$ cat config.mk
export PLATFORM = sky130hd
export DESIGN_NAME = fault_debounce_monitor
export DESIGN_NICKNAME = d
export VERILOG_FILES = /design/src/rtl/fdm_pkg.sv /design/src/rtl/fdm_csr.sv /design/src/rtl/fdm_ctrl.sv /design/src/rtl/fdm_datapath.sv /design/src/rtl/fault_debounce_monitor.sv
export VERILOG_INCLUDE_DIRS = /design/src /design/src/rtl
export SDC_FILE = /design/constraint.sdc
export NUM_CORES = 2
export LEC_CHECK = 0
export ABC_AREA = 1
export BUFFER_PORTS_ARGS = -buffer_cell sky130_fd_sc_hd__buf_2
export CAP_MARGIN = 15
export CORE_UTILIZATION = 35
export DETAILED_ROUTE_END_ITERATION = 7
export SETUP_SLACK_MARGIN = 0.5
export SLEW_MARGIN = 5
export SYNTH_ARGS = -nofsm -noshare
export SYNTH_HDL_FRONTEND = slang
export SYNTH_SLANG_ARGS = --single-unit
$ cat constraint.sdc
create_clock -name clock -period 15.8 [get_ports clock]
set_input_delay 0.79 -clock clock [delete_from_list [all_inputs] [get_ports clock]]
set_output_delay 0.79 -clock clock [all_outputs]
set_load 0.01 [all_outputs]
$ cat src/rtl/fault_debounce_monitor_macros.svh
// assertion macros shared by the fault debounce monitor modules
`ifndef FAULT_DEBOUNCE_MONITOR_MACROS_SVH
`define FAULT_DEBOUNCE_MONITOR_MACROS_SVH

// same-cycle implication on the module clock, held off during reset
`define FDM_ASSERT_IMP(label, ante, cons, msg) \
   label: assert property (@(posedge clock) disable iff (reset) (ante) |-> (cons)) \
      else $error(msg);

// next-cycle implication on the module clock, held off during reset
`define FDM_ASSERT_NXT(label, ante, cons, msg) \
   label: assert property (@(posedge clock) disable iff (reset) (ante) |=> (cons)) \
      else $error(msg);

`endif

$ cat src/rtl/fdm_pkg.sv
// shared types and constants of the fault debounce monitor
`default_nettype none

package fdm_pkg;

   localparam int CHANNELS_DEF  = 6;
   localparam int TIME_BITS_DEF = 24;

   localparam int REQ_W     = 2;
   localparam int CH_W      = 3;
   localparam int DETAIL_W  = 32;
   localparam int MS_W      = 24;
   localparam int OCC_W     = 16;
   localparam int SET_W     = 51;
   localparam int CNT_W     = 3;
   localparam int SEV_W     = 2;
   localparam int STATUS_W  = 2;
   localparam int CSR_IDX_W = 3;

   localparam int SET_CONFIRM_LSB = 0;
   localparam int SET_RECOVER_LSB = 24;
   localparam int SET_SEV_LSB     = 48;
   localparam int SET_LATCH_BIT   = 50;

   localparam logic [CNT_W-1:0] COUNT_RESET = 3'd6;

   localparam logic [CSR_IDX_W-1:0] CSR_ENABLE   = 3'd0;
   localparam logic [CSR_IDX_W-1:0] CSR_COUNT    = 3'd1;
   localparam logic [CSR_IDX_W-1:0] CSR_SETTING0 = 3'd2;

   localparam logic [REQ_W-1:0] REQ_PROBE = 2'd0;
   localparam logic [REQ_W-1:0] REQ_CLEAR = 2'd1;
   localparam logic [REQ_W-1:0] REQ_QUERY = 2'd2;

   localparam logic [STATUS_W-1:0] STATUS_OK      = 2'd0;
   localparam logic [STATUS_W-1:0] STATUS_FAIL    = 2'd1;
   localparam logic [STATUS_W-1:0] STATUS_INVALID = 2'd2;

   typedef enum logic {
      FSM_IDLE,
      FSM_EXEC
   } fsm_state_type;

   typedef struct packed {
      logic capture;
      logic execute;
   } ctrl_cmd_type;

endpackage

`default_nettype wire

$ cat src/rtl/fdm_csr.sv
// configuration registers: enable, channel count and per-channel settings
`default_nettype none

module fdm_csr #(
   parameter int CHANNELS = fdm_pkg::CHANNELS_DEF
) (
   input  wire logic                          clock,
   input  wire logic                          reset,
   input  wire logic                          csr_valid,
   output logic                               csr_ready,
   input  wire logic [fdm_pkg::CSR_IDX_W-1:0] csr_index,
   input  wire logic [fdm_pkg::SET_W-1:0]     csr_wdata,
   output logic                               enable,
   output logic [fdm_pkg::CNT_W-1:0]          used_count,
   output logic [fdm_pkg::SET_W-1:0]          setting [CHANNELS]
);
   import fdm_pkg::*;

   logic                 enable_ff, enable_in;
   logic [CNT_W-1:0]     count_ff, count_in;
   logic [SET_W-1:0]     setting_ff [CHANNELS];
   logic [SET_W-1:0]     setting_in [CHANNELS];

   assign csr_ready = 1'b1;

   always_comb begin
      enable_in = enable_ff;
      count_in  = count_ff;
      for (int c = 0; c < CHANNELS; c++) begin
         setting_in[c] = setting_ff[c];
      end
      if (csr_valid) begin
         if (csr_index == CSR_ENABLE) begin
            enable_in = csr_wdata[0];
         end
         if (csr_index == CSR_COUNT) begin
            count_in = csr_wdata[CNT_W-1:0];
         end
         for (int c = 0; c < CHANNELS; c++) begin
            if (csr_index == CSR_IDX_W'(int'(CSR_SETTING0) + c)) begin
               setting_in[c] = csr_wdata;
            end
         end
      end
   end

   always_ff @(posedge clock) begin
      if (reset) begin
         enable_ff <= 1'b0;
         count_ff  <= COUNT_RESET;
         for (int c = 0; c < CHANNELS; c++) begin
            setting_ff[c] <= '0;
         end
      end else begin
         enable_ff <= enable_in;
         count_ff  <= count_in;
         for (int c = 0; c < CHANNELS; c++) begin
            setting_ff[c] <= setting_in[c];
         end
      end
   end

   assign enable     = enable_ff;
   assign used_count = (count_ff > CNT_W'(CHANNELS)) ? CNT_W'(CHANNELS) : count_ff;

   always_comb begin
      for (int c = 0; c < CHANNELS; c++) begin
         setting[c] = setting_ff[c];
      end
   end

endmodule

`default_nettype wire

$ cat src/rtl/fdm_ctrl.sv
// request sequencing: capture, read-modify-write, result hand-off
`default_nettype none

module fdm_ctrl (
   input  wire logic            clock,
   input  wire logic            reset,
   input  wire logic            req_valid,
   output logic                 req_stall,
   output logic                 rsp_valid,
   input  wire logic            rsp_stall,
   output fdm_pkg::ctrl_cmd_type cmd
);
   import fdm_pkg::*;

`include "fault_debounce_monitor_macros.svh"

   fsm_state_type state_ff, state_in;
   logic          rsp_valid_ff, rsp_valid_in;

   always_ff @(posedge clock) begin
      if (reset) begin
         state_ff     <= FSM_IDLE;
         rsp_valid_ff <= 1'b0;
      end else begin
         state_ff     <= state_in;
         rsp_valid_ff <= rsp_valid_in;
      end
   end

   always_comb begin
      state_in     = state_ff;
      rsp_valid_in = rsp_valid_ff && rsp_stall;
      cmd          = '0;
      case (state_ff)
         FSM_IDLE: begin
            if (req_valid) begin
               cmd.capture = 1'b1;
               state_in    = FSM_EXEC;
            end
         end
         FSM_EXEC: begin
            if (!rsp_valid_ff || !rsp_stall) begin
               cmd.execute  = 1'b1;
               rsp_valid_in = 1'b1;
               state_in     = FSM_IDLE;
            end
         end
         default: begin
            state_in = FSM_IDLE;
         end
      endcase
   end

   assign req_stall = (state_ff != FSM_IDLE);
   assign rsp_valid = rsp_valid_ff;

   `FDM_ASSERT_NXT(a_capture_goes_exec, cmd.capture, state_ff == FSM_EXEC,
      "captured request did not move to execute")
   `FDM_ASSERT_NXT(a_execute_shows_result, cmd.execute, rsp_valid_ff,
      "executed request produced no result")
   `FDM_ASSERT_IMP(a_no_overwrite, rsp_valid_ff && rsp_stall, !cmd.execute,
      "waiting result would be overwritten")

endmodule

`default_nettype wire

$ cat src/rtl/fdm_datapath.sv
// channel state store, debounce arithmetic and result register
`default_nettype none

module fdm_datapath #(
   parameter int CHANNELS  = fdm_pkg::CHANNELS_DEF,
   parameter int TIME_BITS = fdm_pkg::TIME_BITS_DEF
) (
   input  wire logic                          clock,
   input  wire logic                          reset,
   input  wire fdm_pkg::ctrl_cmd_type         cmd,
   input  wire logic                          enable,
   input  wire logic [fdm_pkg::CNT_W-1:0]     used_count,
   input  wire logic [fdm_pkg::SET_W-1:0]     setting [CHANNELS],
   input  wire logic [fdm_pkg::REQ_W-1:0]     req_type,
   input  wire logic [fdm_pkg::CH_W-1:0]      req_channel_index,
   input  wire logic                          req_healthy,
   input  wire logic [fdm_pkg::DETAIL_W-1:0]  req_probe_detail,
   input  wire logic [fdm_pkg::MS_W-1:0]      req_elapsed_ms,
   output logic [fdm_pkg::CH_W-1:0]           rsp_out_channel,
   output logic [fdm_pkg::STATUS_W-1:0]       rsp_status,
   output logic                               rsp_fault_active,
   output logic                               rsp_latch_set,
   output logic [fdm_pkg::OCC_W-1:0]          rsp_occurrences,
   output logic [fdm_pkg::DETAIL_W-1:0]       rsp_stored_detail,
   output logic [fdm_pkg::MS_W-1:0]           rsp_fault_time,
   output logic [fdm_pkg::MS_W-1:0]           rsp_recovery_time,
   output logic                               rsp_state_changed,
   output logic [fdm_pkg::CNT_W-1:0]          rsp_active_total,
   output logic [fdm_pkg::SEV_W-1:0]          rsp_top_severity,
   output logic                               rsp_tick_done
);
   import fdm_pkg::*;

`include "fault_debounce_monitor_macros.svh"

   localparam int IDX_W  = (CHANNELS > 1) ? $clog2(CHANNELS) : 1;
   localparam int WIDE_W = (TIME_BITS > MS_W) ? TIME_BITS : MS_W;
   localparam int SUM_W  = WIDE_W + 1;
   localparam logic [SUM_W-1:0] TIME_MAX = SUM_W'((64'd1 << TIME_BITS) - 64'd1);

   // captured request
   logic [REQ_W-1:0]     type_ff;
   logic [CH_W-1:0]      ch_ff;
   logic                 healthy_ff;
   logic [DETAIL_W-1:0]  probe_ff;
   logic [MS_W-1:0]      elapsed_ff;

   // channel state
   logic                 active_ff [CHANNELS];
   logic                 latch_ff  [CHANNELS];
   logic [OCC_W-1:0]     occ_ff    [CHANNELS];
   logic [DETAIL_W-1:0]  detail_ff [CHANNELS];
   logic [TIME_BITS-1:0] fault_ff  [CHANNELS];
   logic [TIME_BITS-1:0] recov_ff  [CHANNELS];
   logic [CNT_W-1:0]     act_cnt_ff;
   logic [SEV_W-1:0]     peak_ff;

   // result register
   logic [CH_W-1:0]      o_ch_ff;
   logic [STATUS_W-1:0]  o_status_ff;
   logic                 o_active_ff, o_latch_ff, o_changed_ff, o_done_ff;
   logic [OCC_W-1:0]     o_occ_ff;
   logic [DETAIL_W-1:0]  o_detail_ff;
   logic [MS_W-1:0]      o_fault_ff, o_recov_ff;
   logic [CNT_W-1:0]     o_cnt_ff;
   logic [SEV_W-1:0]     o_sev_ff;

   logic [IDX_W-1:0]     idx;
   logic                 valid_ch;
   logic [SET_W-1:0]     sel_set;
   logic [MS_W-1:0]      confirm_ms, recover_ms;
   logic [SEV_W-1:0]     sev;
   logic                 latching;
   logic                 cur_act, cur_latch;
   logic [OCC_W-1:0]     cur_occ;
   logic [DETAIL_W-1:0]  cur_detail;
   logic [TIME_BITS-1:0] cur_fault, cur_recov;
   logic [SUM_W-1:0]     fault_sum, recov_sum;
   logic [TIME_BITS-1:0] fault_new, recov_new;
   logic                 fault_hit, recov_hit;
   logic [CNT_W-1:0]     base_cnt;
   logic [SEV_W-1:0]     base_peak;

   logic                 write_ch;
   logic                 act_in, latch_in, changed_in, done_in;
   logic [OCC_W-1:0]     occ_in;
   logic [DETAIL_W-1:0]  detail_in;
   logic [TIME_BITS-1:0] fault_in, recov_in;
   logic [CNT_W-1:0]     act_cnt_in;
   logic [SEV_W-1:0]     peak_in;
   logic [STATUS_W-1:0]  status_in;

   always_ff @(posedge clock) begin
      if (cmd.capture) begin
         type_ff    <= req_type;
         ch_ff      <= req_channel_index;
         healthy_ff <= req_healthy;
         probe_ff   <= req_probe_detail;
         elapsed_ff <= req_elapsed_ms;
      end
   end

   assign idx        = ch_ff[IDX_W-1:0];
   assign valid_ch   = (ch_ff < used_count);
   assign sel_set    = setting[idx];
   assign confirm_ms = sel_set[SET_CONFIRM_LSB +: MS_W];
   assign recover_ms = sel_set[SET_RECOVER_LSB +: MS_W];
   assign sev        = sel_set[SET_SEV_LSB +: SEV_W];
   assign latching   = sel_set[SET_LATCH_BIT];
   assign cur_act    = active_ff[idx];
   assign cur_latch  = latch_ff[idx];
   assign cur_occ    = occ_ff[idx];
   assign cur_detail = detail_ff[idx];
   assign cur_fault  = fault_ff[idx];
   assign cur_recov  = recov_ff[idx];

   // saturating accumulate and threshold compare
   assign fault_sum = SUM_W'(cur_fault) + SUM_W'(elapsed_ff);
   assign recov_sum = SUM_W'(cur_recov) + SUM_W'(elapsed_ff);
   assign fault_new = TIME_BITS'((fault_sum > TIME_MAX) ? TIME_MAX : fault_sum);
   assign recov_new = TIME_BITS'((recov_sum > TIME_MAX) ? TIME_MAX : recov_sum);
   assign fault_hit = (WIDE_W'(fault_new) >= WIDE_W'(confirm_ms));
   assign recov_hit = (WIDE_W'(recov_new) >= WIDE_W'(recover_ms));

   // channel 0 opens a tick
   assign base_cnt  = (ch_ff == '0) ? '0 : act_cnt_ff;
   assign base_peak = (ch_ff == '0) ? '0 : peak_ff;

   always_comb begin
      write_ch   = 1'b0;
      act_in     = cur_act;
      latch_in   = cur_latch;
      occ_in     = cur_occ;
      detail_in  = cur_detail;
      fault_in   = cur_fault;
      recov_in   = cur_recov;
      act_cnt_in = act_cnt_ff;
      peak_in    = peak_ff;
      status_in  = STATUS_OK;
      changed_in = 1'b0;
      done_in    = 1'b0;
      if (!valid_ch) begin
         status_in = STATUS_INVALID;
      end else begin
         case (type_ff)
            REQ_PROBE: begin
               if (!enable) begin
                  status_in = STATUS_FAIL;
               end else begin
                  write_ch  = 1'b1;
                  detail_in = probe_ff;
                  if (!healthy_ff) begin
                     recov_in = '0;
                     fault_in = fault_new;
                     if (fault_hit) begin
                        act_in = 1'b1;
                        if (latching) begin
                           latch_in = 1'b1;
                        end
                        if (!cur_act) begin
                           occ_in = cur_occ + OCC_W'(1);
                        end
                     end
                  end else begin
                     fault_in = '0;
                     recov_in = recov_new;
                     if (recov_hit) begin
                        act_in = 1'b0;
                     end
                  end
                  act_cnt_in = base_cnt;
                  peak_in    = base_peak;
                  if (act_in) begin
                     if (base_cnt < CNT_W'(CHANNELS)) begin
                        act_cnt_in = base_cnt + CNT_W'(1);
                     end
                     if (sev > base_peak) begin
                        peak_in = sev;
                     end
                  end
                  changed_in = (act_in != cur_act);
                  done_in    = (({1'b0, ch_ff} + (CH_W + 1)'(1)) == {1'b0, used_count});
               end
            end
            REQ_CLEAR: begin
               if (cur_act) begin
                  status_in = STATUS_FAIL;
               end else begin
                  write_ch = 1'b1;
                  latch_in = 1'b0;
               end
            end
            REQ_QUERY: begin
               status_in = STATUS_OK;
            end
            default: begin
               status_in = STATUS_FAIL;
            end
         endcase
      end
   end

   always_ff @(posedge clock) begin
      if (reset) begin
         for (int c = 0; c < CHANNELS; c++) begin
            active_ff[c] <= 1'b0;
            latch_ff[c]  <= 1'b0;
            occ_ff[c]    <= '0;
            detail_ff[c] <= '0;
            fault_ff[c]  <= '0;
            recov_ff[c]  <= '0;
         end
         act_cnt_ff <= '0;
         peak_ff    <= '0;
      end else if (cmd.execute && write_ch) begin
         for (int c = 0; c < CHANNELS; c++) begin
            if (idx == IDX_W'(c)) begin
               active_ff[c] <= act_in;
               latch_ff[c]  <= latch_in;
               occ_ff[c]    <= occ_in;
               detail_ff[c] <= detail_in;
               fault_ff[c]  <= fault_in;
               recov_ff[c]  <= recov_in;
            end
         end
         act_cnt_ff <= act_cnt_in;
         peak_ff    <= peak_in;
      end
   end

   always_ff @(posedge clock) begin
      if (cmd.execute) begin
         o_ch_ff     <= ch_ff;
         o_status_ff <= status_in;
         if (!valid_ch) begin
            o_active_ff  <= 1'b0;
            o_latch_ff   <= 1'b0;
            o_occ_ff     <= '0;
            o_detail_ff  <= '0;
            o_fault_ff   <= '0;
            o_recov_ff   <= '0;
            o_changed_ff <= 1'b0;
            o_cnt_ff     <= '0;
            o_sev_ff     <= '0;
            o_done_ff    <= 1'b0;
         end else begin
            o_active_ff  <= act_in;
            o_latch_ff   <= latch_in;
            o_occ_ff     <= occ_in;
            o_detail_ff  <= detail_in;
            o_fault_ff   <= MS_W'(WIDE_W'(fault_in));
            o_recov_ff   <= MS_W'(WIDE_W'(recov_in));
            o_changed_ff <= changed_in;
            o_cnt_ff     <= act_cnt_in;
            o_sev_ff     <= peak_in;
            o_done_ff    <= done_in;
         end
      end
   end

   assign rsp_out_channel   = o_ch_ff;
   assign rsp_status        = o_status_ff;
   assign rsp_fault_active  = o_active_ff;
   assign rsp_latch_set     = o_latch_ff;
   assign rsp_occurrences   = o_occ_ff;
   assign rsp_stored_detail = o_detail_ff;
   assign rsp_fault_time    = o_fault_ff;
   assign rsp_recovery_time = o_recov_ff;
   assign rsp_state_changed = o_changed_ff;
   assign rsp_active_total  = o_cnt_ff;
   assign rsp_top_severity  = o_sev_ff;
   assign rsp_tick_done     = o_done_ff;

   `FDM_ASSERT_IMP(a_count_bounded, 1'b1, act_cnt_ff <= CNT_W'(CHANNELS),
      "active count above channel count")
   `FDM_ASSERT_IMP(a_write_needs_valid_channel, cmd.execute && write_ch, valid_ch,
      "channel state written for an invalid channel")
   `FDM_ASSERT_NXT(a_invalid_gives_status, cmd.execute && !valid_ch,
      o_status_ff == STATUS_INVALID, "invalid channel result without invalid status")

endmodule

`default_nettype wire

$ cat src/rtl/fault_debounce_monitor.sv
// top level of the fault debounce monitor
// a request is captured into the request registers and its result is registered in execute
// no new request is taken in execute, which does the single read-modify-write of channel state
// a stalled result holds the next request in execute until the result is taken
// reset: synchronous, clears channel state, tick totals and configuration (count reads 6)
`default_nettype none

module fault_debounce_monitor #(
   parameter int CHANNELS  = fdm_pkg::CHANNELS_DEF,
   parameter int TIME_BITS = fdm_pkg::TIME_BITS_DEF
) (
   input  wire logic                          clock,
   input  wire logic                          reset,
   input  wire logic                          req_valid,
   output logic                               req_stall,
   input  wire logic [fdm_pkg::REQ_W-1:0]     req_type,
   input  wire logic [fdm_pkg::CH_W-1:0]      req_channel_index,
   input  wire logic                          req_healthy,
   input  wire logic [fdm_pkg::DETAIL_W-1:0]  req_probe_detail,
   input  wire logic [fdm_pkg::MS_W-1:0]      req_elapsed_ms,
   output logic                               rsp_valid,
   input  wire logic                          rsp_stall,
   output logic [fdm_pkg::CH_W-1:0]           rsp_out_channel,
   output logic [fdm_pkg::STATUS_W-1:0]       rsp_status,
   output logic                               rsp_fault_active,
   output logic                               rsp_latch_set,
   output logic [fdm_pkg::OCC_W-1:0]          rsp_occurrences,
   output logic [fdm_pkg::DETAIL_W-1:0]       rsp_stored_detail,
   output logic [fdm_pkg::MS_W-1:0]           rsp_fault_time,
   output logic [fdm_pkg::MS_W-1:0]           rsp_recovery_time,
   output logic                               rsp_state_changed,
   output logic [fdm_pkg::CNT_W-1:0]          rsp_active_total,
   output logic [fdm_pkg::SEV_W-1:0]          rsp_top_severity,
   output logic                               rsp_tick_done,
   input  wire logic                          csr_valid,
   output logic                               csr_ready,
   input  wire logic [fdm_pkg::CSR_IDX_W-1:0] csr_index,
   input  wire logic [fdm_pkg::SET_W-1:0]     csr_wdata
);
   import fdm_pkg::*;

   ctrl_cmd_type     cmd;
   logic             enable;
   logic [CNT_W-1:0] used_count;
   logic [SET_W-1:0] setting [CHANNELS];

   fdm_csr #(
      .CHANNELS (CHANNELS)
   ) u_csr (
      .clock      (clock),
      .reset      (reset),
      .csr_valid  (csr_valid),
      .csr_ready  (csr_ready),
      .csr_index  (csr_index),
      .csr_wdata  (csr_wdata),
      .enable     (enable),
      .used_count (used_count),
      .setting    (setting)
   );

   fdm_ctrl u_ctrl (
      .clock     (clock),
      .reset     (reset),
      .req_valid (req_valid),
      .req_stall (req_stall),
      .rsp_valid (rsp_valid),
      .rsp_stall (rsp_stall),
      .cmd       (cmd)
   );

   fdm_datapath #(
      .CHANNELS  (CHANNELS),
      .TIME_BITS (TIME_BITS)
   ) u_datapath (
      .clock             (clock),
      .reset             (reset),
      .cmd               (cmd),
      .enable            (enable),
      .used_count        (used_count),
      .setting           (setting),
      .req_type          (req_type),
      .req_channel_index (req_channel_index),
      .req_healthy       (req_healthy),
      .req_probe_detail  (req_probe_detail),
      .req_elapsed_ms    (req_elapsed_ms),
      .rsp_out_channel   (rsp_out_channel),
      .rsp_status        (rsp_status),
      .rsp_fault_active  (rsp_fault_active),
      .rsp_latch_set     (rsp_latch_set),
      .rsp_occurrences   (rsp_occurrences),
      .rsp_stored_detail (rsp_stored_detail),
      .rsp_fault_time    (rsp_fault_time),
      .rsp_recovery_time (rsp_recovery_time),
      .rsp_state_changed (rsp_state_changed),
      .rsp_active_total  (rsp_active_total),
      .rsp_top_severity  (rsp_top_severity),
      .rsp_tick_done     (rsp_tick_done)
   );

endmodule

`default_nettype wire

# Word level (Yosys, flattened, before mapping)
# Memories as Yosys holds them, arrays and structs flattened. A register that Yosys moved wholly into a read port is not among the register bits.
# Cells that the tools add are included.
# totals
ff_bits,183
latch_bits,0
mem_bits_rw,894
romBits,0
inputBits,121
output_inout_bits,113
elab_cells,263
n_memories,7
# memory_table
memory,words,width,read_ports,rd_clocked_by_memory_dff,write_ports,line,text
u_csr.setting_ff,6,51,6,0,6,fdm_csr.sv:21,logic [SET_W-1:0] setting_ff [CHANNELS];
u_datapath.detail_ff,6,32,1,1,6,fdm_datapath.sv:52,logic [DETAIL_W-1:0] detail_ff [CHANNELS];
u_datapath.fault_ff,6,24,1,1,6,fdm_datapath.sv:53,logic [TIME_BITS-1:0] fault_ff [CHANNELS];
u_datapath.recov_ff,6,24,1,1,6,fdm_datapath.sv:54,logic [TIME_BITS-1:0] recov_ff [CHANNELS];
u_datapath.occ_ff,6,16,1,1,6,fdm_datapath.sv:51,logic [OCC_W-1:0] occ_ff [CHANNELS];
u_datapath.active_ff,6,1,1,1,6,fdm_datapath.sv:49,logic active_ff [CHANNELS];
+1 memories,n/a,n/a,n/a,n/a,n/a,n/a,
# classes
addsub,5
multipliers,0
div,0
order_cmp,9
n_eq_ne,16
shift,0
n_mux,148
n_bitwise,44
reduce_logical,11
# op_table
op,n
$mux 51,14
$mux 24,22
$mux 306,1
$mux 32,9
$mux 16,12
$bmux 51 s3,1
$mux 1,66
$add 24x24->25,2
$gt 25x24->1 const B,2
$ge 24x24->1,2
$or 1x1->1,42
$mux 3,13
$eq 3x3->1 const B,6
$add 16x1->16 const B,1
$eq 3x2->1 const B,4
$mux 2,6
$eq 3x1->1 const B,2
$logic_not 3->1,2
$pmux 1 s2,3
$pmux 2 s3,1
$add 3x1->4 const B,1
$eq 4x3->1,1
$ge 4x4->1 const B,1
$not 3->4,1
15 further kinds,18

# Depth between registers and ports, before layout
# depth
word_depth,14
mapped_depth,43
depth_no_buf,38

# Cells and area by module
# From an unflattened synthesis, not the netlist that was laid out.
# unflattened
hier_cells,6461
area_unflattened_um2,53595.2
# modules_own_cells
mod,n_inst,cells_each,area_each_um2,seq_area_each_um2
fdm_datapath,1,4699,41467.3,22982.0
fdm_csr,1,1752,12047.8,6206.0
fdm_ctrl,1,10,80.1,40.0

# Least setup slack after synthesis
# Ideal clock, no wire load.
# synth_path
kind,in2reg
startpoint,input rsp_stall
endpoint,memory u_datapath.active_ff[2] (enable)
setup_ps,699
arrival_ps,10855
required_time_ps,15101
slack_ps,4247
cell_stages,6
n_path_buf,1
path_cell_list,nand2_1 nand2_1 inv_1 nand3_4 buf_2 o31ai_1
# synth_lines
element,line,text
start: declaration,fault_debounce_monitor.sv:22,"input wire logic rsp_stall,"
end: declaration,fdm_datapath.sv:49,

==> flow_metrics.env <==
export IMPL_cts_hold_buf=0
export IMPL_p_seq_frac=0.429
export IMPL_clock_sinks=1080
export IMPL_htreeDepth=3
export IMPL_pwr_share_comb=0.195
export IMPL_worst_pin_slew_ns=1.100
export IMPL_dp_cells=7949
export IMPL_crit_required_ns=16.25
export IMPL_max_cap_violations=0
export IMPL_crit_slowest_cell="buf_4"
export IMPL_cp_end_kind="flip-flop"
export IMPL_syn_nets=6268
export IMPL_async_flop_share=0
export IMPL_clkLatencyLatePin_ns=0.76
export IMPL_p_per_area_nw_per_um2=126.8
export IMPL_layout_min_cycle_time_ns=8.586
export IMPL_initial_core_util=0.3545
export IMPL_peakVddDrop_mv=0.09731
export IMPL_fin_cells=8167
export IMPL_achievable_frequency_mhz=116.5
export IMPL_p_int_mw=5.202
export IMPL_ys_seq_area_frac=0.5556
export IMPL_pwr_share_clk=0.376
export IMPL_synth_seq_cells=1080
export IMPL_clockBufferDepth=3
export IMPL_cts_resized_gates=0
export IMPL_cp_common_cell="nand2_1"
export IMPL_setup_tns_ns=0
export IMPL_synth_edf_count=760
export IMPL_p_sw_mw=2.309
export IMPL_num_fill_cells=14890
export IMPL_syn_avg_cell_area_um2=8.715
export IMPL_setup_viol=0
export IMPL_dieArea_um2=151800
export IMPL_critPathLaunchType="flip-flop"
export IMPL_root_buffer="clkbuf_16"
export IMPL_io_pins=234
export IMPL_maxSlewViolCount=0
export IMPL_syn_inst=6036
export IMPL_finalClockSkew_ns=0.04365
export IMPL_coreArea_um2=148400
export IMPL_synth_top_flop_cell="edfxtp_1"
export IMPL_grt_use_met2=0.3670
export IMPL_finalHoldViolCount=0
export IMPL_p_leak_nw=23.65
export IMPL_rows=141
export IMPL_hold_path_class="input port to flip-flop"
export IMPL_gp_congestion=0.9477
export IMPL_die_w_um=389.7
export IMPL_syn_area_um2=52600
export IMPL_slew_headroom=0.2638
export IMPL_ys_types=66
export IMPL_grt_use_total=0.2282
export IMPL_wl_um=178300
export IMPL_grt_overflow=0
export IMPL_met1_usage=0.3119
export IMPL_post_route_util=0.3992
export IMPL_drt_pass1_iterations=6
export IMPL_cts_tree="yes"
export IMPL_final_layout_size_suffix_gt1_frac=0.09815
export IMPL_numCtsBuffers=118
export IMPL_worstSetupPathType="flip-flop to flip-flop"
export IMPL_viasPerCell=5.389
export IMPL_rsz0062_at_grt="no"
export IMPL_synthTopCellsByArea="edfxtp_1 43%, dfxtp_1 12%, nor2_1 11%"
export IMPL_port_buffers=232
export IMPL_die_y_um=389.7
export IMPL_dr_total_vias=44010
export IMPL_drt_iter0_markers=4995
export IMPL_cts_setup_buffers=0
export IMPL_placed_area_um2=55280
export IMPL_antenna_left=0
export IMPL_antenna_found_initial=17
export IMPL_area_growth_syn_to_layout_pct=12.58
export IMPL_dp_hpwl_um=109100
export IMPL_critPathMaxStageDelay_ns=0.84
export IMPL_route_detailed_drc=0
export IMPL_status="completed"
export IMPL_grt_start_max_net_pins=231
export IMPL_clk_pin_slew_ns=0.06
export IMPL_synth_top_cell_by_area="edfxtp_1"
export IMPL_fin_crit_sh=0.5434
export IMPL_cp_max_fo=87
export IMPL_arrival_ns=9.04
export IMPL_busiest_layer="met2"
export IMPL_stdcell_area_um2=59220
export IMPL_ys_warn_count=0
export IMPL_met3_usage=0.03947
export IMPL_nNetsFinal=6299
export IMPL_wl_per_cell_um=21.84
export IMPL_grt_pass1_vias=41120
export IMPL_switching_share=0.3074
export IMPL_grt_first_pass_wirelength_um=264700
export IMPL_synth_top_area_share=0.4339
## placed cells by master (no fill, tap or decap), drive strengths merged, types with 2 or more instances in the layout
cell,count
nor3,25
xor2,38
inv,210
nand3,136
o31ai,4
ha,109
or2,5
a2bb2oi,39
a32o,23
a21oi,304
nand4,27
dfxtp,320
nand2,1019
o22ai,105
o221ai,26
clkinv,61
nand3b,3
buf,309
a31oi,6
a211oi,2
nor2,1511
and2,67
fa,2
o21a,6
xnor2,17
a21o,7
o21bai,17
nor4,7
edfxtp,760
clkbuf,147
a22oi,6
o21ai,796
a21boi,5
clkinvlp,6
bufinv,12
o211ai,20
## state kept, by name, summed over array words and instances (netlist names), 6 cells and up, named ones only
| register | count |
|---|---|
| u_csr.setting_ff | 306 |
| u_datapath.active_ff | 6 |
| u_datapath.detail_ff | 192 |
| u_datapath.elapsed_ff | 24 |
| u_datapath.fault_ff | 144 |
| u_datapath.latch_ff | 6 |
| u_datapath.occ_ff | 96 |
| u_datapath.probe_ff | 32 |
| u_datapath.recov_ff | 144 |
| u_datapath.rsp_fault_time | 24 |
| u_datapath.rsp_occurrences | 16 |
| u_datapath.rsp_recovery_time | 24 |
| u_datapath.rsp_stored_detail | 32 |
## synthesized netlist by cell type, drive strengths merged (2+ instances only)
master,number
a31oi,6
o21bai,17
and2,67
o21a,6
a2bb2oi,39
nor3,25
nand3,136
a22oi,6
a21o,7
nor4,7
buf,140
nand3b,3
xor2,38
o31ai,4
a21boi,5
ha,109
a21oi,304
xnor2,17
o22ai,105
fa,2
a211oi,2
clkbuf,258
dfxtp,320
nor2,1511
a32o,23
clkinv,6
nand4,27
edfxtp,760
or2,5
o211ai,20
nand2,1019
o221ai,26
o21ai,796
inv,213
## worst paths after layout
path | slack [ns] | end | depth (start not counted) | start
setup / recovery | 7.21 | u_datapath.occ_ff[4][4] | 27 | flip-flop
hold / removal | 0.21 | u_datapath.probe_ff[16] | 1 | req_probe_detail[16]
setup reg to reg | 7.21 | u_datapath.occ_ff[4][4] | 27 | flip-flop
hold reg to reg | 0.48 | u_ctrl.rsp_valid | 2 | u_ctrl.rsp_valid
## area by class of cell
class	instances	area, um^2	area share
repair buffers	309	1777	0.03000
clock inverters	70	732.0	0.01236
diodes	1	2.502	0.00004225
inverters	219	855.8	0.01445
well taps	2002	2505	0.04230
multi-input cells	4339	20900	0.3530
clock buffers	147	3204	0.05411
flip-flops and latches	1080	29240	0.4938
## per-stage QoR
step | worst slack (ns) | power (mW) | hold slack [ns]
3_5_place_dp | 7.537 | 4.722 | 0.4764
6_report | 7.214 | 7.511 | 0.2150
3_3_place_gp | 7.790 | 4.711 | 0.4770
2_1_floorplan | 4.247 | 4.242 | 0.4701
5_1_grt | 6.576 | 7.818 | 0.1675
4_1_cts | 7.498 | 7.536 | 0.1547
## cells by family (layout without fill, tap and decap cells)
group,count (synthesis),in the layout,share of synthesized area
and+or+nand+nor,2800,2800,0.2118
xor gates and xnor gates,55,55,0.009586
DFF,1080,1080,0.5556
AOI/OAI and AO/OA,1372,1372,0.1461
buffers and inverters,617,745,0.05007
other,1,2,0.00007129
adders and majority gates,111,111,0.02669
## layer usage
| metal | part of all wire | wire (um) | vias up |
|---|---|---|---|
| met5 | 0.00094 | 168 | - |
| met4 | 0.032 | 5640 | 26 |
| met3 | 0.081 | 14370 | 332 |
| met2 | 0.46 | 81900 | 1900 |
| met1 | 0.43 | 76250 | 21200 |
| li1 | - | - | 20550 |
## worst max-delay path, delay by kind of cell, from the launching register on
kind | cells | cell delay [ns]
AO/OA/AOI/OAI | 5 | 1.55
XOR/XNOR | 1 | 0.15
adder cells (fa/ha/maj) | 2 | 0.71
buffers and inverters | 7 | 2.33
flip-flops | 1 | 0.63
AND/OR/NAND/NOR | 12 | 2.75
## power groups by stage
stage / clock, mW / combinational (mW) / sequential (mW)
after floorplan: 0 / 0.963 / 3.28
after global placement: 0 / 1.43 / 3.28
after detailed placement: 0 / 1.44 / 3.28
after CTS: 2.87 / 1.45 / 3.22
after global routing: 2.97 / 1.62 / 3.23
final: 2.82 / 1.46 / 3.22
Note: power is estimated with default switching activity, not from simulation.
